[src/rtl/mlt_pkg.sv]
// ----------------------------------------------------------------------------
// mlt_pkg: line tokenizer shared definitions
// Widths, token kinds, scan modes, the result record and character helpers.
// ----------------------------------------------------------------------------
package mlt_pkg;

   localparam int LINE_LEN    = 256;
   localparam int MAX_IDENT   = 255;
   localparam int LINE_POS_W  = $clog2(LINE_LEN);
   localparam int HEX_DIGITS  = 6;
   localparam int FIFO_DEPTH  = 4;
   localparam int FIFO_PTR_W  = $clog2(FIFO_DEPTH);
   localparam int FIFO_CNT_W  = $clog2(FIFO_DEPTH + 1);

   typedef logic [7:0]              char_type;
   typedef logic [4:0]              kind_type;
   typedef logic [7:0]              pos_type;
   typedef logic [7:0]              len_type;
   typedef logic [23:0]             value_type;
   typedef logic [LINE_POS_W-1:0]   line_pos_type;
   typedef logic [FIFO_PTR_W-1:0]   fifo_ptr_type;
   typedef logic [FIFO_CNT_W-1:0]   fifo_cnt_type;

   // token kinds
   localparam kind_type KIND_EOL      = 5'd0;
   localparam kind_type KIND_CONST8   = 5'd1;
   localparam kind_type KIND_CONST16  = 5'd2;
   localparam kind_type KIND_CONST24  = 5'd3;
   localparam kind_type KIND_COMMAND  = 5'd4;
   localparam kind_type KIND_SREG     = 5'd5;
   localparam kind_type KIND_XREG     = 5'd6;
   localparam kind_type KIND_YREG     = 5'd7;
   localparam kind_type KIND_MNEMONIC = 5'd8;
   localparam kind_type KIND_STRING   = 5'd9;
   localparam kind_type KIND_SLASH    = 5'd10;
   localparam kind_type KIND_COLON    = 5'd11;
   localparam kind_type KIND_HASH     = 5'd12;
   localparam kind_type KIND_COMMA    = 5'd13;
   localparam kind_type KIND_LPAREN   = 5'd14;
   localparam kind_type KIND_RPAREN   = 5'd15;
   localparam kind_type KIND_LBRACK   = 5'd16;
   localparam kind_type KIND_RBRACK   = 5'd17;
   localparam kind_type KIND_DOT      = 5'd18;
   localparam kind_type KIND_EQUALS   = 5'd19;
   localparam kind_type KIND_BANG     = 5'd20;
   localparam kind_type KIND_ERROR    = 5'd21;

   localparam char_type CHAR_QUOTE = 8'h27;
   localparam char_type CHAR_S     = 8'h53;
   localparam char_type CHAR_X     = 8'h58;
   localparam char_type CHAR_Y     = 8'h59;
   localparam char_type CASE_BIT   = 8'h20;

   typedef enum logic [3:0] {
      MODE_IDLE  = 4'b0001,
      MODE_HEX   = 4'b0010,
      MODE_IDENT = 4'b0100,
      MODE_STR   = 4'b1000
   } mode_type;

   typedef struct packed {
      kind_type  kind;
      pos_type   position;
      len_type   length;
      value_type value;
      logic      last;
   } result_type;

   function automatic logic is_digit(input char_type c);
      return (c >= 8'h30) && (c <= 8'h39);
   endfunction

   function automatic logic is_alpha(input char_type c);
      return ((c >= 8'h41) && (c <= 8'h5A)) || ((c >= 8'h61) && (c <= 8'h7A));
   endfunction

   function automatic logic is_hex(input char_type c);
      return is_digit(c) || ((c >= 8'h41) && (c <= 8'h46)) ||
             ((c >= 8'h61) && (c <= 8'h66));
   endfunction

   function automatic logic is_blank(input char_type c);
      return (c == 8'h20) || ((c >= 8'h09) && (c <= 8'h0D));
   endfunction

   function automatic char_type to_upper(input char_type c);
      return ((c >= 8'h61) && (c <= 8'h7A)) ? (c - CASE_BIT) : c;
   endfunction

   function automatic logic [3:0] hex_val(input char_type c);
      char_type u;
      char_type d;
      u = to_upper(c);
      d = is_digit(u) ? (u - 8'h30) : (u - 8'h37);
      return d[3:0];
   endfunction

   // punctuation lookup: hit flag and kind
   function automatic logic [5:0] punct_lookup(input char_type c);
      logic     hit;
      kind_type k;
      hit = 1'b1;
      k   = KIND_ERROR;
      case (c)
         8'h2F:   k = KIND_SLASH;
         8'h3A:   k = KIND_COLON;
         8'h23:   k = KIND_HASH;
         8'h2C:   k = KIND_COMMA;
         8'h28:   k = KIND_LPAREN;
         8'h29:   k = KIND_RPAREN;
         8'h5B:   k = KIND_LBRACK;
         8'h5D:   k = KIND_RBRACK;
         8'h2E:   k = KIND_DOT;
         8'h3D:   k = KIND_EQUALS;
         8'h21:   k = KIND_BANG;
         default: hit = 1'b0;
      endcase
      return {hit, k};
   endfunction

endpackage

[src/rtl/mlt_req_if.sv]
// ----------------------------------------------------------------------------
// mlt_req_if: character channel
// One line character or a line-end mark per beat, valid/ready handshake.
// ----------------------------------------------------------------------------
interface mlt_req_if;
   logic              valid;
   logic              ready;
   mlt_pkg::char_type ch;
   logic              line_end;
   logic              no_const;

   modport source (output valid, ch, line_end, no_const, input ready);
   modport sink   (input valid, ch, line_end, no_const, output ready);
endinterface

[src/rtl/mlt_rsp_if.sv]
// ----------------------------------------------------------------------------
// mlt_rsp_if: token channel
// One token per beat, valid/ready handshake.
// ----------------------------------------------------------------------------
interface mlt_rsp_if;
   logic               valid;
   logic               ready;
   mlt_pkg::kind_type  kind;
   mlt_pkg::pos_type   position;
   mlt_pkg::len_type   length;
   mlt_pkg::value_type value;
   logic               last;

   modport source (output valid, kind, position, length, value, last, input ready);
   modport sink   (input valid, kind, position, length, value, last, output ready);
endinterface

[src/rtl/monitor_line_tokenizer.sv]
// ----------------------------------------------------------------------------
// monitor_line_tokenizer: character stream to token stream
// Scans a line one character per beat and emits hex literals, identifiers,
// strings, punctuation, errors and the end-of-line token.
// ----------------------------------------------------------------------------
// Usage
//   req_bus takes one character per beat, or a line-end mark. no_const is
//   looked at only when a token starts.
//   rsp_bus gives tokens in line order; last marks the final token that a
//   character beat caused. A beat causes zero, one or two tokens.
//   Latency: a token produced by a beat is visible on rsp_bus the cycle after
//   that beat is taken, once older tokens in the queue have drained. Pending
//   literals and identifiers stay in the scan state until a character or a line-end
//   mark that ends them arrives.
//   Throughput: one character per cycle. The scan state updates in the same
//   cycle the beat is taken; tokens enter a four-entry result queue, and a
//   beat is taken while at least two entries are free, so the rate is set by
//   the token side draining one token per cycle.
//   Reset clears the scan state, the line position and the result queue.
//   When the receiver stalls, the queue fills and req_bus.ready drops once
//   fewer than two entries are free; nothing is lost.
// ----------------------------------------------------------------------------
module monitor_line_tokenizer (
   input  logic         clock,
   input  logic         reset,
   mlt_req_if.sink      req_bus,
   mlt_rsp_if.source    rsp_bus
);

   localparam mlt_pkg::line_pos_type LAST_POS  = mlt_pkg::line_pos_type'(mlt_pkg::LINE_LEN - 1);
   localparam mlt_pkg::len_type      IDENT_MAX = mlt_pkg::len_type'(mlt_pkg::MAX_IDENT);
   localparam mlt_pkg::len_type      HEX_MAX   = mlt_pkg::len_type'(mlt_pkg::HEX_DIGITS);
   localparam mlt_pkg::len_type      STR_MAX   = 8'd255;
   localparam mlt_pkg::fifo_cnt_type FIFO_ROOM =
      mlt_pkg::fifo_cnt_type'(mlt_pkg::FIFO_DEPTH - 2);
   localparam mlt_pkg::fifo_cnt_type FIFO_FULL =
      mlt_pkg::fifo_cnt_type'(mlt_pkg::FIFO_DEPTH);

   // scan state
   mlt_pkg::mode_type     mode_ff, mode_in;
   mlt_pkg::line_pos_type line_pos_ff, line_pos_in;
   mlt_pkg::line_pos_type tok_start_ff, tok_start_in;
   mlt_pkg::len_type      tok_count_ff, tok_count_in;
   mlt_pkg::value_type    accum_ff, accum_in;
   logic                  skip_ff, skip_in;

   // result queue
   mlt_pkg::result_type   fifo_ff [mlt_pkg::FIFO_DEPTH];
   mlt_pkg::fifo_ptr_type wr_ptr_ff, wr_ptr_in;
   mlt_pkg::fifo_ptr_type rd_ptr_ff, rd_ptr_in;
   mlt_pkg::fifo_cnt_type cnt_ff, cnt_in;

   logic                  accept;
   logic                  pop;
   logic                  flush_emit;
   logic                  tail_emit;
   mlt_pkg::result_type   flush_res;
   mlt_pkg::result_type   tail_res;
   mlt_pkg::result_type   res0;
   mlt_pkg::result_type   res1;
   logic                  push0;
   logic                  push1;
   logic [5:0]            punct;
   mlt_pkg::char_type     c;

   assign req_bus.ready = (cnt_ff <= FIFO_ROOM);
   assign accept        = req_bus.valid && req_bus.ready;
   assign pop           = rsp_bus.valid && rsp_bus.ready;
   assign c             = req_bus.ch;
   assign punct         = mlt_pkg::punct_lookup(c);

   // token that the pending scan state turns into when it is ended
   always_comb begin
      flush_res          = '0;
      flush_res.position = mlt_pkg::pos_type'(tok_start_ff);
      flush_res.length   = tok_count_ff;
      unique case (mode_ff)
         mlt_pkg::MODE_HEX: begin
            flush_res.value = accum_ff;
            if (tok_count_ff <= 8'd2) begin
               flush_res.kind = mlt_pkg::KIND_CONST8;
            end else if (tok_count_ff <= 8'd4) begin
               flush_res.kind = mlt_pkg::KIND_CONST16;
            end else begin
               flush_res.kind = mlt_pkg::KIND_CONST24;
            end
         end
         mlt_pkg::MODE_IDENT: begin
            flush_res.kind = mlt_pkg::KIND_ERROR;
            if (tok_count_ff == 8'd1) begin
               flush_res.value = accum_ff;
               if (accum_ff == mlt_pkg::value_type'(mlt_pkg::CHAR_S)) begin
                  flush_res.kind = mlt_pkg::KIND_SREG;
               end else if (accum_ff == mlt_pkg::value_type'(mlt_pkg::CHAR_X)) begin
                  flush_res.kind = mlt_pkg::KIND_XREG;
               end else if (accum_ff == mlt_pkg::value_type'(mlt_pkg::CHAR_Y)) begin
                  flush_res.kind = mlt_pkg::KIND_YREG;
               end else begin
                  flush_res.kind = mlt_pkg::KIND_COMMAND;
               end
            end else if (tok_count_ff == 8'd3) begin
               flush_res.kind  = mlt_pkg::KIND_MNEMONIC;
               flush_res.value = accum_ff;
            end
         end
         mlt_pkg::MODE_STR: begin
            flush_res.kind = mlt_pkg::KIND_STRING;
         end
         default: begin
            flush_res.kind = mlt_pkg::KIND_ERROR;
         end
      endcase
   end

   // per-character scan step
   always_comb begin
      mode_in      = mode_ff;
      line_pos_in  = line_pos_ff;
      tok_start_in = tok_start_ff;
      tok_count_in = tok_count_ff;
      accum_in     = accum_ff;
      skip_in      = skip_ff;
      flush_emit   = 1'b0;
      tail_emit    = 1'b0;
      tail_res     = '0;
      tail_res.last = 1'b1;

      if (accept) begin
         if (req_bus.line_end) begin
            flush_emit        = (mode_ff != mlt_pkg::MODE_IDLE);
            tail_emit         = 1'b1;
            tail_res.kind     = mlt_pkg::KIND_EOL;
            tail_res.position = mlt_pkg::pos_type'(line_pos_ff);
            mode_in      = mlt_pkg::MODE_IDLE;
            line_pos_in  = '0;
            tok_start_in = '0;
            tok_count_in = '0;
            accum_in     = '0;
            skip_in      = 1'b0;
         end else if (!skip_ff && (line_pos_ff < LAST_POS)) begin
            line_pos_in = line_pos_ff + mlt_pkg::line_pos_type'(1);
            if (mode_ff == mlt_pkg::MODE_STR) begin
               if (tok_count_ff < STR_MAX) begin
                  tok_count_in = tok_count_ff + 8'd1;
               end
            end else if ((mode_ff == mlt_pkg::MODE_IDENT) && (tok_count_ff < IDENT_MAX) &&
                         (mlt_pkg::is_alpha(c) || mlt_pkg::is_digit(c))) begin
               accum_in     = {accum_ff[15:0], mlt_pkg::to_upper(c)};
               tok_count_in = tok_count_ff + 8'd1;
            end else if ((mode_ff == mlt_pkg::MODE_HEX) && mlt_pkg::is_hex(c) &&
                         (tok_count_ff < HEX_MAX)) begin
               accum_in     = {accum_ff[19:0], mlt_pkg::hex_val(c)};
               tok_count_in = tok_count_ff + 8'd1;
            end else begin
               // end the pending token; a non-blank character then starts the next one
               flush_emit   = (mode_ff != mlt_pkg::MODE_IDLE);
               mode_in      = mlt_pkg::MODE_IDLE;
               tok_count_in = '0;
               accum_in     = '0;
               if (!mlt_pkg::is_blank(c)) begin
                  tok_start_in      = line_pos_ff;
                  tail_res.position = mlt_pkg::pos_type'(line_pos_ff);
                  tail_res.length   = 8'd1;
                  if (mlt_pkg::is_hex(c) && !req_bus.no_const) begin
                     mode_in      = mlt_pkg::MODE_HEX;
                     tok_count_in = 8'd1;
                     accum_in     = mlt_pkg::value_type'(mlt_pkg::hex_val(c));
                  end else if (mlt_pkg::is_alpha(c)) begin
                     mode_in      = mlt_pkg::MODE_IDENT;
                     tok_count_in = 8'd1;
                     accum_in     = mlt_pkg::value_type'(mlt_pkg::to_upper(c));
                  end else if (c == mlt_pkg::CHAR_QUOTE) begin
                     mode_in = mlt_pkg::MODE_STR;
                  end else if (punct[5]) begin
                     tail_emit     = 1'b1;
                     tail_res.kind = punct[4:0];
                  end else begin
                     tail_emit     = 1'b1;
                     tail_res.kind = mlt_pkg::KIND_ERROR;
                     skip_in       = 1'b1;
                  end
               end
            end
         end
      end
   end

   // results are packed into the queue in order
   always_comb begin
      res0      = flush_emit ? flush_res : tail_res;
      res0.last = flush_emit ? !tail_emit : 1'b1;
      res1      = tail_res;
      push0     = flush_emit || tail_emit;
      push1     = flush_emit && tail_emit;
   end

   always_comb begin
      wr_ptr_in = wr_ptr_ff + mlt_pkg::fifo_ptr_type'(push0) + mlt_pkg::fifo_ptr_type'(push1);
      rd_ptr_in = rd_ptr_ff + mlt_pkg::fifo_ptr_type'(pop);
      cnt_in    = cnt_ff + mlt_pkg::fifo_cnt_type'(push0) + mlt_pkg::fifo_cnt_type'(push1)
                  - mlt_pkg::fifo_cnt_type'(pop);
   end

   always_ff @(posedge clock) begin
      if (reset) begin
         mode_ff      <= mlt_pkg::MODE_IDLE;
         line_pos_ff  <= '0;
         tok_start_ff <= '0;
         tok_count_ff <= '0;
         accum_ff     <= '0;
         skip_ff      <= 1'b0;
         wr_ptr_ff    <= '0;
         rd_ptr_ff    <= '0;
         cnt_ff       <= '0;
      end else begin
         mode_ff      <= mode_in;
         line_pos_ff  <= line_pos_in;
         tok_start_ff <= tok_start_in;
         tok_count_ff <= tok_count_in;
         accum_ff     <= accum_in;
         skip_ff      <= skip_in;
         wr_ptr_ff    <= wr_ptr_in;
         rd_ptr_ff    <= rd_ptr_in;
         cnt_ff       <= cnt_in;
      end
   end

   always_ff @(posedge clock) begin
      if (push0) begin
         fifo_ff[wr_ptr_ff] <= res0;
      end
      if (push1) begin
         fifo_ff[wr_ptr_ff + mlt_pkg::fifo_ptr_type'(1)] <= res1;
      end
   end

   assign rsp_bus.valid    = (cnt_ff != '0);
   assign rsp_bus.kind     = fifo_ff[rd_ptr_ff].kind;
   assign rsp_bus.position = fifo_ff[rd_ptr_ff].position;
   assign rsp_bus.length   = fifo_ff[rd_ptr_ff].length;
   assign rsp_bus.value    = fifo_ff[rd_ptr_ff].value;
   assign rsp_bus.last     = fifo_ff[rd_ptr_ff].last;

   a_fifo_bound: assert property (@(posedge clock) disable iff (reset)
      cnt_ff <= FIFO_FULL)
      else $error("result queue overflow");

   a_eol_clears: assert property (@(posedge clock) disable iff (reset)
      accept && req_bus.line_end |=> (mode_ff == mlt_pkg::MODE_IDLE) &&
                                     (line_pos_ff == '0) && !skip_ff)
      else $error("line end did not clear scan state");

   a_skip_idle: assert property (@(posedge clock) disable iff (reset)
      skip_ff |-> (mode_ff == mlt_pkg::MODE_IDLE))
      else $error("token pending while skipping to line end");

   a_hex_count: assert property (@(posedge clock) disable iff (reset)
      (mode_ff == mlt_pkg::MODE_HEX) |-> (tok_count_ff != '0) && (tok_count_ff <= HEX_MAX))
      else $error("hex digit count out of range");

endmodule

[src/flat_wrapper.sv]
// flat-port wrapper written by rule: the top's interface ports become plain ports
module monitor_line_tokenizer_flat 
  (clock, reset, req_bus_valid, req_bus_ch, req_bus_line_end, req_bus_no_const, req_bus_ready, rsp_bus_valid, rsp_bus_kind, rsp_bus_position, rsp_bus_length, rsp_bus_value, rsp_bus_last, rsp_bus_ready);
  mlt_req_if req_bus_i ();
  mlt_rsp_if rsp_bus_i ();
  input  logic clock;
  input  logic reset;
  input wire logic [$bits(req_bus_i.valid)-1:0] req_bus_valid;
  input wire logic [$bits(req_bus_i.ch)-1:0] req_bus_ch;
  input wire logic [$bits(req_bus_i.line_end)-1:0] req_bus_line_end;
  input wire logic [$bits(req_bus_i.no_const)-1:0] req_bus_no_const;
  output wire logic [$bits(req_bus_i.ready)-1:0] req_bus_ready;
  output wire logic [$bits(rsp_bus_i.valid)-1:0] rsp_bus_valid;
  output wire logic [$bits(rsp_bus_i.kind)-1:0] rsp_bus_kind;
  output wire logic [$bits(rsp_bus_i.position)-1:0] rsp_bus_position;
  output wire logic [$bits(rsp_bus_i.length)-1:0] rsp_bus_length;
  output wire logic [$bits(rsp_bus_i.value)-1:0] rsp_bus_value;
  output wire logic [$bits(rsp_bus_i.last)-1:0] rsp_bus_last;
  input wire logic [$bits(rsp_bus_i.ready)-1:0] rsp_bus_ready;
  assign req_bus_i.valid = req_bus_valid;
  assign req_bus_i.ch = req_bus_ch;
  assign req_bus_i.line_end = req_bus_line_end;
  assign req_bus_i.no_const = req_bus_no_const;
  assign req_bus_ready = req_bus_i.ready;
  assign rsp_bus_valid = rsp_bus_i.valid;
  assign rsp_bus_kind = rsp_bus_i.kind;
  assign rsp_bus_position = rsp_bus_i.position;
  assign rsp_bus_length = rsp_bus_i.length;
  assign rsp_bus_value = rsp_bus_i.value;
  assign rsp_bus_last = rsp_bus_i.last;
  assign rsp_bus_i.ready = rsp_bus_ready;
  monitor_line_tokenizer u_core (.clock(clock), .reset(reset), .req_bus(req_bus_i), .rsp_bus(rsp_bus_i));
endmodule
[config.mk]
export PLATFORM = sky130hd
export DESIGN_NAME = monitor_line_tokenizer_flat
export DESIGN_NICKNAME = d
export VERILOG_FILES = /design/src/rtl/mlt_pkg.sv /design/src/rtl/mlt_req_if.sv /design/src/rtl/mlt_rsp_if.sv /design/src/rtl/monitor_line_tokenizer.sv /design/src/flat_wrapper.sv
export SDC_FILE = /design/constraint.sdc
export NUM_CORES = 1
export LEC_CHECK = 0
export ABC_CLOCK_PERIOD_IN_PS = 4000
export CORE_MARGIN = 4
export CORE_UTILIZATION = 52
export CTS_CLUSTER_SIZE = 14
export DETAILED_ROUTE_END_ITERATION = 7
export DONT_BUFFER_PORTS = 1
export PLACE_DENSITY = 0.75
export SYNTH_ARGS = -nofsm -noshare
export SYNTH_HDL_FRONTEND = slang
export SYNTH_SLANG_ARGS = --single-unit
[constraint.sdc]
create_clock -name clock -period 4 [get_ports clock]
set_clock_uncertainty 0.2 [all_clocks]
set_input_delay 0.6 -clock clock [delete_from_list [all_inputs] [get_ports clock]]
set_output_delay 0.6 -clock clock [all_outputs]
set_load 0.05 [all_outputs]
After elaboration in Yosys (flattened, before gate mapping)
Memory sizes are Yosys's and may differ from the RTL's. A register that Yosys moved wholly into a read port is not among the register bits.
Index checks and enable logic that the tools add are counted.
Widths: inputs -> output; s select.
- memories: 1
- bits in registers: 60
- RAM bits: 184
- reductions and logical operators: 34
- order comparisons: 18
- multiplexer cells: 94
- add/sub/neg operators: 12
- equal/unequal tests: 31
- memory list (memory ; words ; bits a word ; rd ports ; clocked after memory_dff ; write ports ; RTL line ; text):
    u_core.fifo_ff ; 4 ; 46 ; 1 ; 1 ; 2 ; monitor_line_tokenizer.sv:48 ; mlt_pkg::result_type fifo_ff [mlt_pkg::FIFO_DEPTH];
- operators with widths (operator ; count):
    $mux 24 ; 9
    $mux 8 ; 19
    $mux 21 ; 6
    $eq 8x6->1 const B ; 11
    $eq 24x7->1 const B ; 3
    $pmux 5 s11 ; 1
    $pmux 24 s2 ; 1
    $mux 46 ; 1
    $mux 5 ; 9
    $mux 4 ; 10
    $mux 1 ; 34
    $le 8x7->1 const B ; 4
    $add 8x1->8 const B ; 2
    $eq 8x7->1 const B ; 2
    $ge 8x6->1 const B ; 2
    $ge 8x7->1 const B ; 2
    $le 8x6->1 const B ; 2
    $logic_and 1x1->1 ; 16
    $lt 8x8->1 const B ; 2
    $ne 2x2->1 const B ; 8
    $pmux 5 s3 ; 1
    $mux 13 ; 1
    $reduce_or 11->1 ; 1
    $reduce_and 10->1 ; 1
    29 further kinds ; 41

Logic depth before layout (Yosys ltp)
Gate-level depths: netlist of run 1.
- word-level depth: 17
- gate-level depth with buffers: 17
- mapped depth without buffers: 14

Least setup slack after synthesis of run 1
OpenSTA, ideal clock, no wires.
- path type: input to register
- start: in req_bus_ch[1]
- end: reg u_core.cnt_ff[2]
- buffers on the path: 3
- setup time: 0.128 ns
- arrival time: 3.934 ns
- stages on the path: 17
- setup slack: -0.262 ns
- data required time: 3.672 ns
- path through: clkbuf_1 inv_1 ha_1 clkbuf_1 o21ba_2 o21ai_1 a21oi_1 o21ai_2 a41o_2 clkbuf_1 nor2_1 ha_1 inv_1 fa_1 fa_1 xor2_1 nor2_1
- word-level cells in the longest chain between the ends: 17
- elaborated cells between the ends (all ways): 48
- classes of those cells: 3 x add/sub; 10 x order compare; 2 x eq/ne; 16 x mux; 17 x reduce/logical
- ends and longest elaborated chain (item ; RTL line ; text):
    start, declared ; flat_wrapper.sv:9 ; input wire logic [$bits(req_bus_i.ch)-1:0] req_bus_ch;
    $ge 8x6->1, or another cell as far along ; mlt_pkg.sv:70 ; return (c >= 8'h30) && (c <= 8'h39);
    $logic_and 1x1->1, on equally long branches ; mlt_pkg.sv:70, mlt_pkg.sv:78 ;
    $logic_or 1x1->1 (2 in series) ; mlt_pkg.sv:78 ; return is_digit(c) || ((c >= 8'h41) && (c <= 8'h46)) ||
    $logic_and 1x1->1 ; monitor_line_tokenizer.sv:164 ; if (mlt_pkg::is_hex(c) && !req_bus.no_const) begin
    $mux 1 ; monitor_line_tokenizer.sv:164 ;
    $mux 1 ; monitor_line_tokenizer.sv:160 ; if (!mlt_pkg::is_blank(c)) begin
    $mux 1 ; monitor_line_tokenizer.sv:150 ; end else if ((mode_ff == mlt_pkg::MODE_HEX) && mlt_pkg::is_hex(c) &&
    $mux 1 ; monitor_line_tokenizer.sv:146 ; end else if ((mode_ff == mlt_pkg::MODE_IDENT) && (tok_count_ff < IDENT_MAX) &&
    $mux 1 ; monitor_line_tokenizer.sv:142 ; if (mode_ff == mlt_pkg::MODE_STR) begin
    $mux 1 ; monitor_line_tokenizer.sv:140 ; end else if (!skip_ff && (line_pos_ff < LAST_POS)) begin
    $mux 1 ; monitor_line_tokenizer.sv:129 ; if (req_bus.line_end) begin
    $mux 1 ; monitor_line_tokenizer.sv:128 ; if (accept) begin
    $logic_or 1x1->1 ; monitor_line_tokenizer.sv:193 ; push0 = flush_emit || tail_emit;
    $add 3x1->3 ; monitor_line_tokenizer.sv:200 ; cnt_in = cnt_ff + mlt_pkg::fifo_cnt_type'(push0) + mlt_pkg::fifo_cnt_type'(push1)
    $add 3x1->3 (*) ; monitor_line_tokenizer.sv:200 ;
    $sub 3x1->3 (*) ; monitor_line_tokenizer.sv:201 ; - mlt_pkg::fifo_cnt_type'(pop);
    end signal, assigned ; monitor_line_tokenizer.sv:224 ; cnt_ff <= cnt_in;
    end, declared ; monitor_line_tokenizer.sv:51 ; mlt_pkg::fifo_cnt_type cnt_ff, cnt_in;
Mark *: on every way between the ends. The rest lies on a longest branch, timed or not.
A chain may end at the register's enable or synchronous reset.

Final worst setup path of run 1
- start: reg u_core.tok_count_ff[5]
- end: reg u_core.cnt_ff[2]
- word-level cells in the longest chain between the ends: 12
- elaborated cells between the ends (all ways): 22
- classes of those cells: 3 x add/sub; 2 x order compare; 12 x mux; 5 x reduce/logical
- ends and longest elaborated chain (item ; RTL line ; text):
    start, declared ; monitor_line_tokenizer.sv:43 ; mlt_pkg::len_type tok_count_ff, tok_count_in;
    start signal, assigned ; monitor_line_tokenizer.sv:219 ; tok_count_ff <= tok_count_in;
    $lt 8x3->1 or $lt 8x8->1 (tied branches) ; monitor_line_tokenizer.sv:151, monitor_line_tokenizer.sv:146 ;
    $logic_and 1x1->1, on equally long branches ; monitor_line_tokenizer.sv:150, monitor_line_tokenizer.sv:146 ;
    $mux 1 or $logic_and 1x1->1 (tied branches) ; monitor_line_tokenizer.sv:150, monitor_line_tokenizer.sv:146 ;
    $mux 1 ; monitor_line_tokenizer.sv:146 ;
    $mux 1 ; monitor_line_tokenizer.sv:142 ;
    $mux 1 ; monitor_line_tokenizer.sv:140 ;
    $mux 1 ; monitor_line_tokenizer.sv:129 ;
    $mux 1 ; monitor_line_tokenizer.sv:128 ;
    $logic_or 1x1->1 ; monitor_line_tokenizer.sv:193 ;
    $add 3x1->3 ; monitor_line_tokenizer.sv:200 ;
    $add 3x1->3 (*) ; monitor_line_tokenizer.sv:200 ;
    $sub 3x1->3 (*) ; monitor_line_tokenizer.sv:201 ;
Marked as above.

==> results of run 1 <==
[layout make-up]
class                   instances  share of cell area, %
multi-input cells             681                   43.9
inverters                      21                  0.652
repair buffers                 53                   3.44
clock buffers                  36                   5.34
well taps                     280                   2.77
flip-flops and latches        244                   43.0
clock inverters                 6                  0.830
[how the worst max path moves through the flow]
| stage | depth (start not counted) | start | slack, ps | endpoint |
|---|---|---|---|---|
| after floorplan | 16 | req_bus_ch[1] | -20 | u_core.cnt_ff[2]$_SDFF_PP0_ |
| after global routing | 12 | u_core.tok_count_ff[5]$_SDFFE_PP0P_ | 60 | u_core.cnt_ff[2]$_SDFF_PP0_ |
| after CTS | 12 | u_core.tok_count_ff[5]$_SDFFE_PP0P_ | 210 | u_core.cnt_ff[2]$_SDFF_PP0_ |
| final | 12 | u_core.tok_count_ff[5]$_SDFFE_PP0P_ | 270 | u_core.cnt_ff[2]$_SDFF_PP0_ |
| after detailed placement | 14 | req_bus_ch[0] | 70 | u_core.cnt_ff[2]$_SDFF_PP0_ |
| after global placement | 14 | req_bus_ch[5] | 110 | u_core.cnt_ff[2]$_SDFF_PP0_ |
[cells in the final DEF (no fill, tap or decap), types with 19 or more instances in the layout]
master	n
a21oi_1	24
a22o_1	173
a22oi_1	29
buf_4	50
clkbuf_16	24
dfxtp_1	186
edfxtp_1	56
inv_1	19
mux4_2	46
nand2_1	42
nand3_1	19
nor2_1	74
o21ai_0	26
[metal layers]
layer	vias to the layer above	wire [um]
met5	-	0
met4	0	707
met3	65	2830
met2	449	13500
met1	4349	12800
li1	3989	-
[cell families (layout without fill, tap and decap cells)]
group           Yosys count  count (layout)  share of synthesized area, %
simple gates            249             249                          11.5
fa+ha+maj                17              17                          2.04
mux                      55              55                          9.78
compound gates          343             343                          23.2
xor+xnor                 17              17                          1.29
buf+inv                 127             116                          5.02
flops                   244             244                          47.2
[repair_timing]
action                     CTS  global route
hold endpoints to repair    39             0
setup endpoints to repair    0             1
resized for setup            0             1
hold buffers                 1             0
[where the power goes]
group          internal (mW)  leakage (nW)  switching [mW]
sequential              2.67          2.03           0.204
combinational          0.543          2.05            1.19
clock                   1.30         0.379           0.920
total                   4.52          4.47            2.31
[state kept, by name, summed over array words and instances, names as in the netlist]
register / count
u_core.line_pos_ff: 8
u_core.tok_count_ff: 8
u_core.wr_ptr_ff: 2
u_core.rd_ptr_ff: 2
u_core.fifo_ff: 184
u_core.accum_ff: 24
u_core.skip_ff: 1
u_core.mode_ff: 4
u_core.cnt_ff: 3
u_core.tok_start_ff: 8
[worst max-delay path, stage by stage (launching register included)]
cell and delay, ps:
dfxtp_1 390, or4_4 610, a2111o_1 490, a211oi_2 270, o21ai_1 190, nor2_4 250, nor2_2 60, inv_1 70
nor2_1 70, fa_1 420, fa_1 390, xor2_1 160, nor2_1 50
==> impl_metrics.py, run 1 <==
metrics = {
    "hold_path": {
        "hold_class": "input port to flip-flop",
        "hold_end": "u_core.accum_ff[1]$_SDFFE_PP0P_",
        "hold_path_depth": 2,
        "hp-start": "req_bus_ch[1]",
    },
    "die": {
        "die_w_um": 157,
        "core_um2": 21800,
        "io_pins": 62,
        "rows": 54,
        "die_y_um": 157,
        "die_area_um2": 24700,
        "start_util_pct": 52.9,
    },
    "clocking": {
        "cts_tree": "done",
        "htreeDepth": 1,
        "cts_made_buffers": 24,
        "clock_latency_ps": 530,
        "cts_buffer_depth": 3,
        "clkTransAtPathRegs_ps": 60,
        "cts-root-buf": "clkbuf_16",
        "post_cts_buffers": 0,
        "clock-sinks": 244,
    },
    "sta": {
        "slew_headroom_pct": 33.7,
        "clock.fmax_ghz": 0.268,
        "grt_setup_unrepaired": "no",
        "slew_violations": 0,
        "worst_slew_pin_slew_ps": 995,
        "period_share_pct": 93.3,
        "period_minus_slack_ps": 3730,
        "setup_violations": 0,
        "fin_ws_ps": 268,
        "tns_ps": 0,
        "whs_ps": 58.0,
        "hold_viol": 0,
    },
    "logic_synthesis": {
        "synth_edf_count": 56,
        "async_reset_ff_share_pct": 0,
        "yosysWarnings": 0,
        "synth_top_cell_by_area": "dfxtp_1",
        "synth.most_common_cell": "dfxtp_1",
        "ys_ff_latch": 244,
        "seq_area_frac_synth_pct": 47.2,
        "syn_nets": 1083,
        "synth.avg_cell_area_um2": 11.0,
        "synth_area_leaders": "dfxtp_1 33%, edfxtp_1 15%, a22o_1 13%, mux4_2 9.0%, nor2_1 2.4%",
        "synthTopCellsByCount": "188 x dfxtp_1, 173 x a22o_1, 74 x nor2_1",
        "ys_types": 90,
        "synth.cell_area_um2": 11500,
        "netlist_instances": 1052,
        "yosysTopAreaCellShare_pct": 32.6,
        "ys.flop_type": "dfxtp_1",
    },
    "route": {
        "antenna_left": 0,
        "wire_per_inst_um": 22.5,
        "routed_via_density": 6.70,
        "first_iter_violations": 849,
        "firstDrtPassIters": 6,
        "vias": 8852,
        "wirelength_um": 29800,
        "drc_errors": 0,
    },
    "power": {
        "ir_drop_mv": 0.339,
        "p_total_mw": 6.83,
        "p_per_area_nw_per_um2": 539,
        "leakage_nw": 4.47,
    },
    "layout": {
        "fin_util_pct": 58.0,
        "multi_input_area_um2": 5560,
        "areaGrowthSynthToFinish_pct": 9.63,
        "fin_nets": 1056,
        "drive_above_1_share_pct": 16.9,
        "fillCellCount": 1750,
        "antenna_cells": 0,
        "final_cells": 1321,
        "stdcell_area_um2": 12700,
        "regArea_um2": 5450,
    },
    "setup_path": {
        "required_ps": 4210,
        "worstSetupPathType": "flip-flop to flip-flop",
        "endpoint_kind": "flip-flop",
        "start_kind": "flip-flop",
        "r2r_end": "u_core.cnt_ff[2]$_SDFF_PP0_",
        "worstPathMaxFanout": 7,
        "r2r_slack_ps": 270,
        "ff2ff_path_depth": 12,
        "r2r-start": "u_core.tok_count_ff[5]$_SDFFE_PP0P_",
        "arrival_ps": 3940,
    },
    "placement": {
        "place_area_um2": 11900,
        "place.gp.congestion": 0.953,
        "dp.cells": 1278,
        "portBuffers": 0,
        "pre_cts_slack_ps": 74.7,
        "dp_hpwl_um": 19000,
    },
    "global_route": {
        "antenna_found_initial": 0,
        "grt_pass1_vias": 8495,
        "grt.total_usage_pct": 23.9,
        "met3_usage_pct": 4.29,
        "grt_max_degree": 48,
        "grt_util_met2_pct": 37.6,
        "grt_pass1_wl_um": 47600,
        "use_met1_pct": 34.4,
        "grt_overflow": 0,
        "busiest_layer": "met2",
    },
    "flow_run": {
        "cap_violations": 0,
    },
    "run_status": {
        "outcome": "finished clean",
    },
}
No activity file was read; power rests on OpenSTA's default activity.
==> inputs of run 2 (changes only) <==
--- a/config.mk
+++ b/config.mk
@@ -6,12 +6,14 @@
 export NUM_CORES = 1
 export LEC_CHECK = 0
 export ABC_CLOCK_PERIOD_IN_PS = 4000
+export CELL_PAD_IN_SITES_DETAIL_PLACEMENT = 0
+export CELL_PAD_IN_SITES_GLOBAL_PLACEMENT = 1
 export CORE_MARGIN = 4
-export CORE_UTILIZATION = 52
+export CORE_UTILIZATION = 46
 export CTS_CLUSTER_SIZE = 14
 export DETAILED_ROUTE_END_ITERATION = 7
 export DONT_BUFFER_PORTS = 1
-export PLACE_DENSITY = 0.75
+export PLACE_DENSITY = 0.8
 export SYNTH_ARGS = -nofsm -noshare
 export SYNTH_HDL_FRONTEND = slang
 export SYNTH_SLANG_ARGS = --single-unit
==> run 2 against run 1 <==
Sequential cell count stayed put; maximum frequency is 1.7% lower; critical path depth is 1 higher; utilization is 5.4 points lower; largest power group unchanged; combinational power is 4% higher; clock-buffer cell count is 5 lower; final cell count is 4.5% higher; worst hold slack worse by 7.3 ps; sequential power hardly changed; via count is 1.6% lower; global-route usage is 2.5 points lower; critical path type unchanged.
==> impl_metrics.py, run 2 (synthesis results as in run 1) <==
metrics = {
    "power": {
        "p_total_mw": 7.04,
        "ir_drop_mv": 0.365,
        "intPower_mw": 4.69,
        "power_frac_seq_pct": 40.5,
        "netSwitchingFraction_pct": 33.5,
        "leakage_nw": 4.57,
        "pwr-share-clk_pct": 34.0,
        "combPwrFrac_pct": 25.5,
        "p_per_area_nw_per_um2": 546,
        "switchingPower_mw": 2.36,
    },
    "global_route": {
        "antenna_found_initial": 0,
        "grt_pass1_vias": 8463,
        "grt_pass1_wl_um": 48800,
        "grt.total_usage_pct": 21.4,
        "grt_max_degree": 40,
        "grt_overflow": 0,
    },
    "layout": {
        "fillCellCount": 2123,
        "drive_above_1_share_pct": 18.7,
        "top_regs": "u_core.fifo_ff x184, u_core.accum_ff x24",
        "fin_nets": 1068,
        "final_cell_mix": "185 x dfxtp_1, 173 x a22o_1, 74 x nor2_1, 59 x buf_4, 56 x edfxtp_1",
        "areaGrowthSynthToFinish_pct": 11.8,
        "largest_register_ff_count": 184,
        "antenna_cells": 0,
        "regMostFlops": "u_core.fifo_ff",
        "mostFrequentLayoutCell": "dfxtp_1",
    },
    "placement": {
        "place.gp.congestion": 0.887,
        "pre_cts_slack_ps": -11.3,
        "portBuffers": 0,
        "dp_hpwl_um": 20000,
    },
    "route": {
        "routed_via_density": 6.31,
        "first_iter_violations": 845,
        "vias": 8707,
        "wire_per_inst_um": 22.2,
        "antenna_left": 0,
        "drc_errors": 0,
        "wirelength_um": 30600,
        "firstDrtPassIters": 5,
    },
    "setup_path": {
        "required_ps": 4210,
        "endpoint_kind": "flip-flop",
        "worstSetupPathType": "flip-flop to flip-flop",
        "start_kind": "flip-flop",
        "worstPathMaxFanout": 7,
        "arrival_ps": 4010,
    },
    "die": {
        "die_w_um": 166,
        "start_util_pct": 47.1,
        "core_um2": 24500,
        "die_area_um2": 27700,
        "rows": 57,
        "die_y_um": 166,
        "io_pins": 62,
    },
    "sta": {
        "period_share_pct": 94.9,
        "slew_headroom_pct": 53.7,
        "whs_ps": 50.7,
        "fin_ws_ps": 202,
        "setup_violations": 0,
        "slew_violations": 0,
        "hold_viol": 0,
        "period_minus_slack_ps": 3800,
        "clock.fmax_ghz": 0.263,
        "worst_slew_pin_slew_ps": 694,
    },
    "clocking": {
        "cts_tree": "done",
        "htreeDepth": 1,
        "clkTransAtPathRegs_ps": 60,
        "clock_latency_ps": 530,
        "cts-root-buf": "clkbuf_16",
        "cts_buffer_depth": 3,
        "clock-sinks": 244,
        "cts_made_buffers": 25,
    },
    "hold_path": {
        "hold_class": "input port to flip-flop",
    },
    "flow_run": {
        "cap_violations": 0,
    },
    "run_status": {
        "outcome": "finished clean",
    },
}
==> run 2: cell count changes in the layout (fill, tap and decap cells not counted), moves of 2 or more <==
cell	previous run	this run
clkbuf_1	9	5
clkinvlp_4	1	3
buf_4	50	59
clkinv_2	3	7
buf_12	3	5
bufinv_16	2	4
clkbuf_8	3	1
==> run 2: area by class of cell <==
cell class | instances | area (um^2) | share of cell area (%)
Tap cell | 324 | 405 | 3.14
Clock buffer | 31 | 658 | 5.10
Inverter | 21 | 82.6 | 0.640
Sequential cell | 244 | 5450 | 42.2
Multi-Input combinational cell | 681 | 5570 | 43.2
Clock inverter | 15 | 194 | 1.50
Timing Repair Buffer | 64 | 543 | 4.21
==> run 2: metal layers <==
metal | up-vias | global-route usage, % | routed length, um
li1 | 4043 | - | -
met5 | - | 0 | 0
met1 | 4305 | 31.8 | 14000
met2 | 318 | 32.5 | 13700
met3 | 41 | 3.58 | 2240
met4 | 0 | 5.83 | 630
==> run 2: worst paths after layout <==
check,start,end,slack [ps],depth (start not counted)
max reg2reg,u_core.mode_ff[0]$_SDFFE_PP1P_,u_core.cnt_ff[2]$_SDFF_PP0_,200,13
min reg2reg,u_core.fifo_ff[2][0]$_SDFFE_PP1N_,u_core.fifo_ff[2][0]$_SDFFE_PP1N_,240,2
max,u_core.mode_ff[0]$_SDFFE_PP1P_,u_core.cnt_ff[2]$_SDFF_PP0_,200,13
min,req_bus_ch[1],u_core.accum_ff[1]$_SDFFE_PP0P_,50,2
==> run 2: per-stage QoR <==
step	TNS, ps	instances	util (%)	cell area (um^2)
2_1_floorplan	-22.1	1052	-	11600
3_3_place_gp	0	1330	48.9	12000
3_5_place_dp	-11.3	1330	48.9	12000
4_1_cts	0	1377	52.4	12900
5_1_grt	-5.30	1380	52.6	12900
6_report	0	1380	52.6	12900
==> run 2: worst max-delay path: stages, from the launching register on <==
cell and delay [ps]:
dfxtp_1 380, or4b_4 600, a2111o_1 520, a211oi_2 240
buf_4 160, o21ai_1 140, nor2_4 210, nor2_2 50
inv_1 70, nor2_1 70, fa_1 420, fa_1 400
xor2_1 170, nor2_1 50
==> run 2: power groups by stage <==
stage          combinational (mW)  sequential (mW)  clock, mW
2_1_floorplan                1.48             2.76          0
3_3_place_gp                 1.77             2.90          0
3_5_place_dp                 1.78             2.90          0
4_1_cts                      1.80             2.85       2.44
5_1_grt                      1.93             2.88       2.55
6_report                     1.80             2.85       2.40
==> run 2: timing repair <==
item                       4_1_cts  5_1_grt
hold endpoints to repair        39        0
resized for setup                0        4
setup endpoints to repair        0        2
hold buffers                     1        0
buffers inserted                 0        3
==> inputs of run 3 (changes only) <==
--- a/config.mk
+++ b/config.mk
@@ -14,6 +14,7 @@
 export DETAILED_ROUTE_END_ITERATION = 7
 export DONT_BUFFER_PORTS = 1
 export PLACE_DENSITY = 0.8
+export RECOVER_POWER = 25
 export SYNTH_ARGS = -nofsm -noshare
 export SYNTH_HDL_FRONTEND = slang
 export SYNTH_SLANG_ARGS = --single-unit
==> run 3 against run 2 <==
Clock power about the same; largest cell class unchanged; sequential share of layout area up 0.063 points; sequential power hardly changed; die area is the same; worst hold slack about the same; worst setup slack worse by 22 ps; critical endpoint unchanged; maximum frequency shrank 0.56%; register-to-register slack worse by 20 ps; first-iteration DRC count grew 5.8%.
==> impl_metrics.py, run 3 (synthesis results as in run 1) <==
metrics = {
    "layout": {
        "fin_nets": 1068,
        "fillCellCount": 2128,
        "final_cell_mix": "185 x dfxtp_1, 173 x a22o_1, 74 x nor2_1, 57 x buf_4, 56 x edfxtp_1",
        "drive_above_1_share_pct": 18.2,
        "regMostFlops": "u_core.fifo_ff",
        "fin_util_pct": 52.5,
        "top_regs": "u_core.fifo_ff x184, u_core.accum_ff x24",
        "final_cells": 1380,
        "areaGrowthSynthToFinish_pct": 11.5,
        "largest_register_ff_count": 184,
        "antenna_cells": 0,
        "mostFrequentLayoutCell": "dfxtp_1",
    },
    "route": {
        "first_iter_violations": 894,
        "drc_errors": 0,
        "firstDrtPassIters": 5,
        "routed_via_density": 6.34,
        "vias": 8752,
        "antenna_left": 0,
        "wirelength_um": 30600,
        "wire_per_inst_um": 22.2,
    },
    "placement": {
        "dp_hpwl_um": 20000,
        "place.gp.congestion": 0.887,
        "pre_cts_slack_ps": -11.3,
        "portBuffers": 0,
        "dp.cells": 1330,
    },
    "sta": {
        "worst_slew_pin_slew_ps": 1210,
        "slew_headroom_pct": 19.2,
        "setup_violations": 0,
        "period_minus_slack_ps": 3820,
        "fin_ws_ps": 181,
        "slew_violations": 0,
        "hold_viol": 0,
        "period_share_pct": 95.5,
        "clock.fmax_ghz": 0.262,
    },
    "global_route": {
        "grt_max_degree": 40,
        "grt_overflow": 0,
        "antenna_found_initial": 0,
        "grt_pass1_wl_um": 48800,
        "grt.total_usage_pct": 21.4,
        "grt_pass1_vias": 8463,
    },
    "clocking": {
        "clkTransAtPathRegs_ps": 60,
        "cts-root-buf": "clkbuf_16",
        "htreeDepth": 1,
        "cts_made_buffers": 25,
        "clock_latency_ps": 530,
        "cts_buffer_depth": 3,
        "clock-sinks": 244,
        "cts_tree": "done",
    },
    "die": {
        "die_w_um": 166,
        "core_um2": 24500,
        "die_area_um2": 27700,
        "io_pins": 62,
        "die_y_um": 166,
        "rows": 57,
        "start_util_pct": 47.1,
    },
    "power": {
        "combPwrFrac_pct": 25.5,
        "pwr-share-clk_pct": 34.1,
        "ir_drop_mv": 0.366,
        "switchingPower_mw": 2.36,
        "power_frac_seq_pct": 40.5,
        "p_per_area_nw_per_um2": 547,
        "intPower_mw": 4.68,
        "leakage_nw": 4.56,
        "netSwitchingFraction_pct": 33.5,
        "p_total_mw": 7.04,
    },
    "flow_run": {
        "cap_violations": 0,
    },
    "setup_path": {
        "worstSetupPathType": "flip-flop to flip-flop",
        "endpoint_kind": "flip-flop",
        "start_kind": "flip-flop",
        "arrival_ps": 4030,
        "required_ps": 4210,
        "worstPathMaxFanout": 7,
    },
    "hold_path": {
        "hold_class": "input port to flip-flop",
    },
    "run_status": {
        "outcome": "finished clean",
    },
}
[run 3: worst paths after layout]
| kind | from | to | slack (ps) | cells after the start |
|---|---|---|---|---|
| worst max-delay path | u_core.mode_ff[0]$_SDFFE_PP1P_ | u_core.cnt_ff[2]$_SDFF_PP0_ | 180 | 13 |
| worst min-delay path | req_bus_ch[1] | u_core.accum_ff[1]$_SDFFE_PP0P_ | 50 | 2 |
| worst max register to register | u_core.mode_ff[0]$_SDFFE_PP1P_ | u_core.cnt_ff[2]$_SDFF_PP0_ | 180 | 13 |
| worst min register to register | u_core.fifo_ff[2][0]$_SDFFE_PP1N_ | u_core.fifo_ff[2][0]$_SDFFE_PP1N_ | 240 | 2 |
[run 3: layer usage]
layer  global-route usage [%]  wire length (um)
met4                     5.83               644
met5                        0                 0
met1                     31.8             14100
met2                     32.5             13700
met3                     3.58              2210
[run 3: cell type report]
class	instances	area, um^2	area share [%]
clock buffers	31	658	5.11
clock inverters	15	194	1.51
inverters	21	82.6	0.641
multi-input cells	681	5560	43.1
flip-flops and latches	244	5450	42.3
well taps	324	405	3.15
repair buffers	64	536	4.16
[run 3: worst max-delay path, cell delays in order, from the launching register on]
cell      delay, ps
dfxtp_1         390
or4b_4          600
a2111o_1        520
a211oi_2        240
buf_4           160
o21ai_1         140
nor2_4          210
nor2_2           50
inv_1            70
nor2_1           70
fa_1            420
fa_1            400
xor2_1          170
nor2_1           50
[run 3: power by group through the flow]
stage                     clock, mW  sequential (mW)  combinational, mW
after global placement            0             2.90               1.77
after global routing           2.55             2.87               1.93
after CTS                      2.44             2.85               1.80
after floorplan                   0             2.76               1.48
final                          2.40             2.85               1.79
after detailed placement          0             2.90               1.78
[run 3: what timing repair did]
item,in CTS,in global routing
setup endpoints to repair,0,2
endpoints found under the hold margin,39,0
resized for setup,0,4
setup buffers,0,3
hold buffers,1,0
[run 3: through the flow]
| stage | area (um^2) | hold slack [ps] | TNS (ps) |
|---|---|---|---|
| floorplan | 11600 | 221 | -22.1 |
| global placement | 12000 | 228 | 0 |
| detailed placement | 12000 | 235 | -11.3 |
| CTS | 12900 | 36.7 | 0 |
| global route | 12900 | 52.6 | -5.24 |
| finish | 12900 | 50.8 | 0 |
